===== src/hw/rtl/dpdd_pkg.sv =====
// dpdd_pkg: shared types and constants of the dual PID differential drive block.
// No dependencies; imported by dpdd_ctrl, dpdd_dp and the top level.
`default_nettype none
package dpdd_pkg;

  localparam int FIELD_W        = 32;
  localparam int GAIN_W         = 32;
  localparam int MV_W           = 16;
  localparam int DUTY_W         = 16;
  localparam int LIMIT_W        = 31;
  localparam int REG_IDX_W      = 3;
  localparam int IN_DATA_W      = 4 * FIELD_W + MV_W;
  localparam int OUT_DATA_W     = 2 * DUTY_W;
  localparam int DATA_WIDTH_DEF = 32;
  localparam int INTEGRAL_WIDTH_DEF = 48;
  localparam int MILLI_X2       = 2000;
  localparam int DIVISOR_W      = 27;
  localparam int DIV_STEPS      = 16;
  localparam int CNT_W          = $clog2(DIV_STEPS);

  localparam logic [LIMIT_W-1:0] LIMIT_RESET = 31'd19660800;

  localparam logic [REG_IDX_W-1:0] REG_SPEED_P = 3'd0;
  localparam logic [REG_IDX_W-1:0] REG_SPEED_I = 3'd1;
  localparam logic [REG_IDX_W-1:0] REG_SPEED_D = 3'd2;
  localparam logic [REG_IDX_W-1:0] REG_TURN_P  = 3'd3;
  localparam logic [REG_IDX_W-1:0] REG_TURN_I  = 3'd4;
  localparam logic [REG_IDX_W-1:0] REG_TURN_D  = 3'd5;
  localparam logic [REG_IDX_W-1:0] REG_LIMIT   = 3'd6;

  typedef enum logic [1:0] {
    RUN_OK    = 2'd0,
    RUN_OFF   = 2'd1,
    RUN_LIMIT = 2'd2,
    RUN_BATT  = 2'd3
  } run_status_e;

  typedef struct packed {
    logic                 load;
    logic                 eval;
    logic                 mul;
    logic                 first;
    logic                 last;
    logic [REG_IDX_W-1:0] prod_sel;
    logic                 mix;
    logic                 div_init;
    logic                 div_step;
    logic                 out_load;
  } cmd_t;

  typedef struct packed {
    logic in_valid;
    logic stop;
    logic out_free;
  } sts_t;

  typedef struct packed {
    logic [DUTY_W-1:0] duty_l;
    logic [DUTY_W-1:0] duty_r;
    run_status_e       status;
  } result_t;

endpackage
`default_nettype wire


===== src/hw/rtl/dpdd_ctrl.sv =====
// dpdd_ctrl: sequencer of one control tick (load, evaluate, multiply, mix, divide).
// Depends on dpdd_pkg; drives dpdd_dp through cmd_t.
`default_nettype none
module dpdd_ctrl #(
  parameter int CHUNKS = 3
) (
  input  wire logic          clk_i,
  input  wire logic          rst_ni,
  input  wire dpdd_pkg::sts_t sts_i,
  output dpdd_pkg::cmd_t     cmd_o,
  output logic               in_ready_o
);
  import dpdd_pkg::*;

  localparam int KW = $clog2(CHUNKS);

  typedef enum logic [7:0] {
    S_IDLE  = 8'b0000_0001,
    S_EVAL  = 8'b0000_0010,
    S_MUL   = 8'b0000_0100,
    S_DRAIN = 8'b0000_1000,
    S_MIX   = 8'b0001_0000,
    S_DIVI  = 8'b0010_0000,
    S_DIV   = 8'b0100_0000,
    S_FIN   = 8'b1000_0000
  } state_e;

  state_e               state_q, state_d;
  logic [KW-1:0]        k_q, k_d;
  logic [REG_IDX_W-1:0] p_q, p_d;
  logic [CNT_W-1:0]     cnt_q, cnt_d;
  logic                 k_last;

  assign k_last     = (k_q == KW'(CHUNKS - 1));
  assign in_ready_o = (state_q == S_IDLE);

  always_comb begin
    state_d = state_q;
    k_d     = k_q;
    p_d     = p_q;
    cnt_d   = cnt_q;
    cmd_o   = '0;
    unique case (state_q)
      S_IDLE: begin
        if (sts_i.in_valid) begin
          cmd_o.load = 1'b1;
          state_d    = S_EVAL;
        end
      end
      S_EVAL: begin
        cmd_o.eval = 1'b1;
        k_d        = '0;
        p_d        = REG_SPEED_P;
        state_d    = sts_i.stop ? S_FIN : S_MUL;
      end
      S_MUL: begin
        cmd_o.mul      = 1'b1;
        cmd_o.first    = (k_q == '0);
        cmd_o.last     = k_last;
        cmd_o.prod_sel = p_q;
        k_d            = k_q + 1'b1;
        if (k_last) begin
          k_d = '0;
          p_d = p_q + 1'b1;
          if (p_q == REG_TURN_D) begin
            cnt_d   = '0;
            state_d = S_DRAIN;
          end
        end
      end
      S_DRAIN: begin
        cnt_d = cnt_q + 1'b1;
        if (cnt_q == CNT_W'(1)) state_d = S_MIX;
      end
      S_MIX: begin
        cmd_o.mix = 1'b1;
        state_d   = S_DIVI;
      end
      S_DIVI: begin
        cmd_o.div_init = 1'b1;
        cnt_d          = '0;
        state_d        = S_DIV;
      end
      S_DIV: begin
        cmd_o.div_step = 1'b1;
        cnt_d          = cnt_q + 1'b1;
        if (cnt_q == CNT_W'(DIV_STEPS - 1)) state_d = S_FIN;
      end
      S_FIN: begin
        if (sts_i.out_free) begin
          cmd_o.out_load = 1'b1;
          state_d        = S_IDLE;
        end
      end
      default: state_d = S_IDLE;
    endcase
  end

  always_ff @(posedge clk_i or negedge rst_ni) begin
    if (!rst_ni) begin
      state_q <= S_IDLE;
      k_q     <= '0;
      p_q     <= '0;
      cnt_q   <= '0;
    end else begin
      state_q <= state_d;
      k_q     <= k_d;
      p_q     <= p_d;
      cnt_q   <= cnt_d;
    end
  end

  a_cmd_excl: assert property (@(posedge clk_i) disable iff (!rst_ni)
    $onehot0({cmd_o.load, cmd_o.eval, cmd_o.mul, cmd_o.mix, cmd_o.div_init,
              cmd_o.div_step, cmd_o.out_load}))
    else $error("dpdd_ctrl: overlapping commands");

  a_load_eval: assert property (@(posedge clk_i) disable iff (!rst_ni)
    cmd_o.load |=> cmd_o.eval)
    else $error("dpdd_ctrl: load not followed by evaluate");

  a_out_free: assert property (@(posedge clk_i) disable iff (!rst_ni)
    cmd_o.out_load |-> sts_i.out_free)
    else $error("dpdd_ctrl: result loaded into a full output register");

  a_drain: assert property (@(posedge clk_i) disable iff (!rst_ni)
    cmd_o.mix |-> (!$past(cmd_o.mul) && !$past(cmd_o.mul, 2)))
    else $error("dpdd_ctrl: mix before multiply pipeline drained");

endmodule
`default_nettype wire


===== config.mk =====
export PLATFORM = sky130hd
export DESIGN_NAME = dpdd_ctrl
export DESIGN_NICKNAME = d
export VERILOG_FILES = /design/src/hw/rtl/dpdd_pkg.sv /design/src/hw/rtl/dpdd_ctrl.sv
export SDC_FILE = /design/constraint.sdc
export NUM_CORES = 1
export LEC_CHECK = 0
export BUFFER_PORTS_ARGS = -buffer_cell sky130_fd_sc_hd__buf_2
export CORE_MARGIN = 2
export CORE_UTILIZATION = 58
export DETAILED_ROUTE_END_ITERATION = 12
export PLACE_DENSITY = 0.82
export SLEW_MARGIN = 20
export SYNTH_ARGS = -nofsm -noshare
export SYNTH_HDL_FRONTEND = slang
export SYNTH_SLANG_ARGS = --single-unit

===== constraint.sdc =====
create_clock -name clk_i -period 2.9 [get_ports clk_i]
set_input_delay 0.435 -clock clk_i [delete_from_list [all_inputs] [get_ports clk_i]]
set_output_delay 0.435 -clock clk_i [all_outputs]
set_load 0.005 [all_outputs]

==> run_results.csv <==
group,metric,value,unit
global_route,grt_max_degree,18,
route,via_count,976,
place,io_buffers,17,
setup_path,cp_cell_sequence,"nor4_4, nand3_1, nor3_1, buf_2",
clock_tree,cts.repair.resized,0,
clock_tree,clock_path_buffers,2,
route,drt_first_pass_iters,4,
route,wl_per_cell,15.1,um
setup_path,slowest_delay,0.49,ns
timing,finalSetupViolCount,0,
yosys,ys_types,41,
finish,area_growth,12.4,%
setup_path,worstPathMaxFanout,8,
timing,slew_viol_final,0,
timing,tightest_slew,0.525,ns
setup_path,start_kind,"flop",
global_route,grt_pass1_wl,3940,um
global_route,grt_use_total,26.0,%
setup_path,critPathKind,"reg2out",
clock_tree,h-tree-depth,1,
floorplan,pin_count,18,
timing,fmax,406,MHz
floorplan,core,0.00173,mm2
setup_path,worst-path-buf-inv,1,
global_route,antenna_found_initial,0,
place,hpwl,1830,um
setup_path,critPathArrivalTime,2.03,ns
clock_tree,cts-root-buf,"clkbuf_4",
place,gp_congestion,0.927,
worst_hold_path,min_path_type,"in2async",
finish,drive_gt1_share,23.9,%
yosys,syn_inst,115,
finish,nets,144,
timing,period_share,84.9,%
floorplan,rows,15,
yosys,yosysWarnings,0,
yosys,synth.ff_latch_count,17,
power,peakVddDrop,0.463,mV
clock_tree,clkSlewWorstSetupHoldPaths,0.10,ns
run_status,status,"finished clean",
yosys,async_reset_ff_share,100,%
finish,antennaDiodeCount,0,
route,dr.first_iter.drc_count,40,
setup_path,cp.required,2.47,ns
yosys,synth_edf_count,0,
timing,clock_skew,0.00470,ns
yosys,synthesis.area,0.00106,mm2
floorplan,die_x,46.8,um
timing,period_needed,2.46,ns
floorplan,start_util,61.6,%
setup_path,rrSetupSlack,1.00,ns
timing,maxSlewHeadroom,64.7,%
clock_tree,cts_buffers,3,
route,vias_per_cell,6.14,
clock_tree,clk_latency,0.30,ns
setup_path,critPathSlowestCell,"dfrtp_1",
route,drc_errors,0,
route,ant_nets,0,
route,totalWireLength,2400,um
yosys,yosysSeqAreaShare,40.1,%
global_route,grt-ovfl-total,0,
timing,whs,0.0309,ns
power,power_density,681,mW/mm2
finish,utilization,69.2,%
setup_path,crit_family,"simple AND/OR/NAND/NOR gates",
yosys,postSynthAreaPerCell,9.25,um2
run,drv_cap,0,
timing,rsz0062_at_grt,"no",
floorplan,dieArea,0.00219,mm2
power,leakagePower,0.000591,uW
timing,finalSetupTns,0,ns
yosys,syn_nets,124,
setup_path,crit_path_end_kind,"output pin",
clock_tree,post-cts-setup-buffers,0,
floorplan,die_h,46.8,um
yosys,synth-main-ff-cell,"dfrtp_1",
clock_tree,ctsHoldBuffers,0,
global_route,grt_pass1_vias,904,
timing,hold_viol,0,
clock_tree,clock_sinks,17,
clock_tree,tritoncts,"built",
kinds of logic after synthesis:
kind of cell | count (synthesis) | synth area share [%]
simple gates | 56 | 33.5
compound gates | 25 | 15.3
buf+inv | 10 | 3.88
xor+xnor | 3 | 2.47
fa+ha+maj | 4 | 4.71
flops | 17 | 40.1
final timing paths:
path	from	endpoint	depth (start not counted)
max	state_q[5]	cmd_o[8]	4
min	rst_ni	cnt_q[3]	1
max reg2reg	state_q[5]	cnt_q[2]	4
min reg2reg	cnt_q[0]	cnt_q[0]	1
max in group asynchronous	rst_ni	state_q[0]	1
min in group clk_i	sts_i[2]	state_q[0]	2
worst register-to-register path, stage by stage (launching register included):
cell and delay [ns]:
dfrtp_1 0.49, or4_4 0.60, or3_4 0.43, o211ai_2 0.17, a21oi_1 0.08
layer usage:
layer / vias up / share of wire [%] / global-route usage, % / wire (um)
met1: 459 / 44 / 31.7 / 1070
met5: - / 0 / 0 / 0
met2: 46 / 47 / 42.2 / 1140
met3: 11 / 5.2 / 5.00 / 126
met4: 0 / 3.0 / 16.1 / 72
li1: 460 / - / - / -
state kept, by name (all words and copies together), names as in the netlist:
signal,cells
cnt_q,4
k_q,2
state_q,8
p_q,3
power by group:
part	internal (uW)	switching (uW)
Combinational	146	181
Clock	53.8	79.4
Sequential	283	71.8
Total	482	332
cell type report:
type	instances	area, um2
Clock buffer	4	26.3
Fill cell	143	532
Inverter	8	30.0
Multi-Input combinational cell	88	596
Sequential cell	17	427
Tap cell	25	31.3
Timing Repair Buffer	17	85.1
layout by cell type, fill, tap and decap left out, types with 3 or more instances in the layout:
cell type / netlist / routed
nor3_1: 3 / 3
and2_1: 3 / 3
nand2_1: 6 / 6
dfrtp_1: 16 / 16
buf_2: 0 / 17
inv_1: 7 / 7
a21oi_1: 5 / 5
o21ai_0: 5 / 5
clkbuf_4: 0 / 3
ha_1: 4 / 4
or4_4: 3 / 3
nor2b_1: 4 / 4
nand4_1: 3 / 3
nand2b_1: 3 / 3
nor2_1: 11 / 11
nand3_1: 7 / 7
nand4b_1: 3 / 3
per-stage QoR:
stage / power (uW) / setup slack [ns] / std cells / instance area (um2)
global route: 868 / 0.299 / 159 / 1190
CTS: 811 / 0.461 / 159 / 1190
global placement: 657 / 0.902 / 155 / 1170
finish: 814 / 0.437 / 159 / 1190
floorplan: 583 / 1.01 / 115 / 1060
detailed placement: 679 / 0.797 / 155 / 1170
cells in the mapped netlist, types with 2 or more instances:
master	n	area share [%]
dfrtp_1	16	38
nor2_1	11	3.9
inv_1	7	2.5
nand3_1	7	3.3
nand2_1	6	2.1
a21oi_1	5	2.4
o21ai_0	5	2.4
ha_1	4	4.7
nor2b_1	4	2.4
and2_1	3	1.8
nand2b_1	3	1.8
nand4_1	3	1.8
nand4b_1	3	2.5
nor3_1	3	1.4
or4_4	3	3.2
a21o_1	2	1.4
and4b_2	2	2.1
o211ai_1	2	1.4
o21ai_1	2	0.94
o22ai_1	2	1.2
xnor2_1	2	1.6
Power figures use the tool's default switching activity.
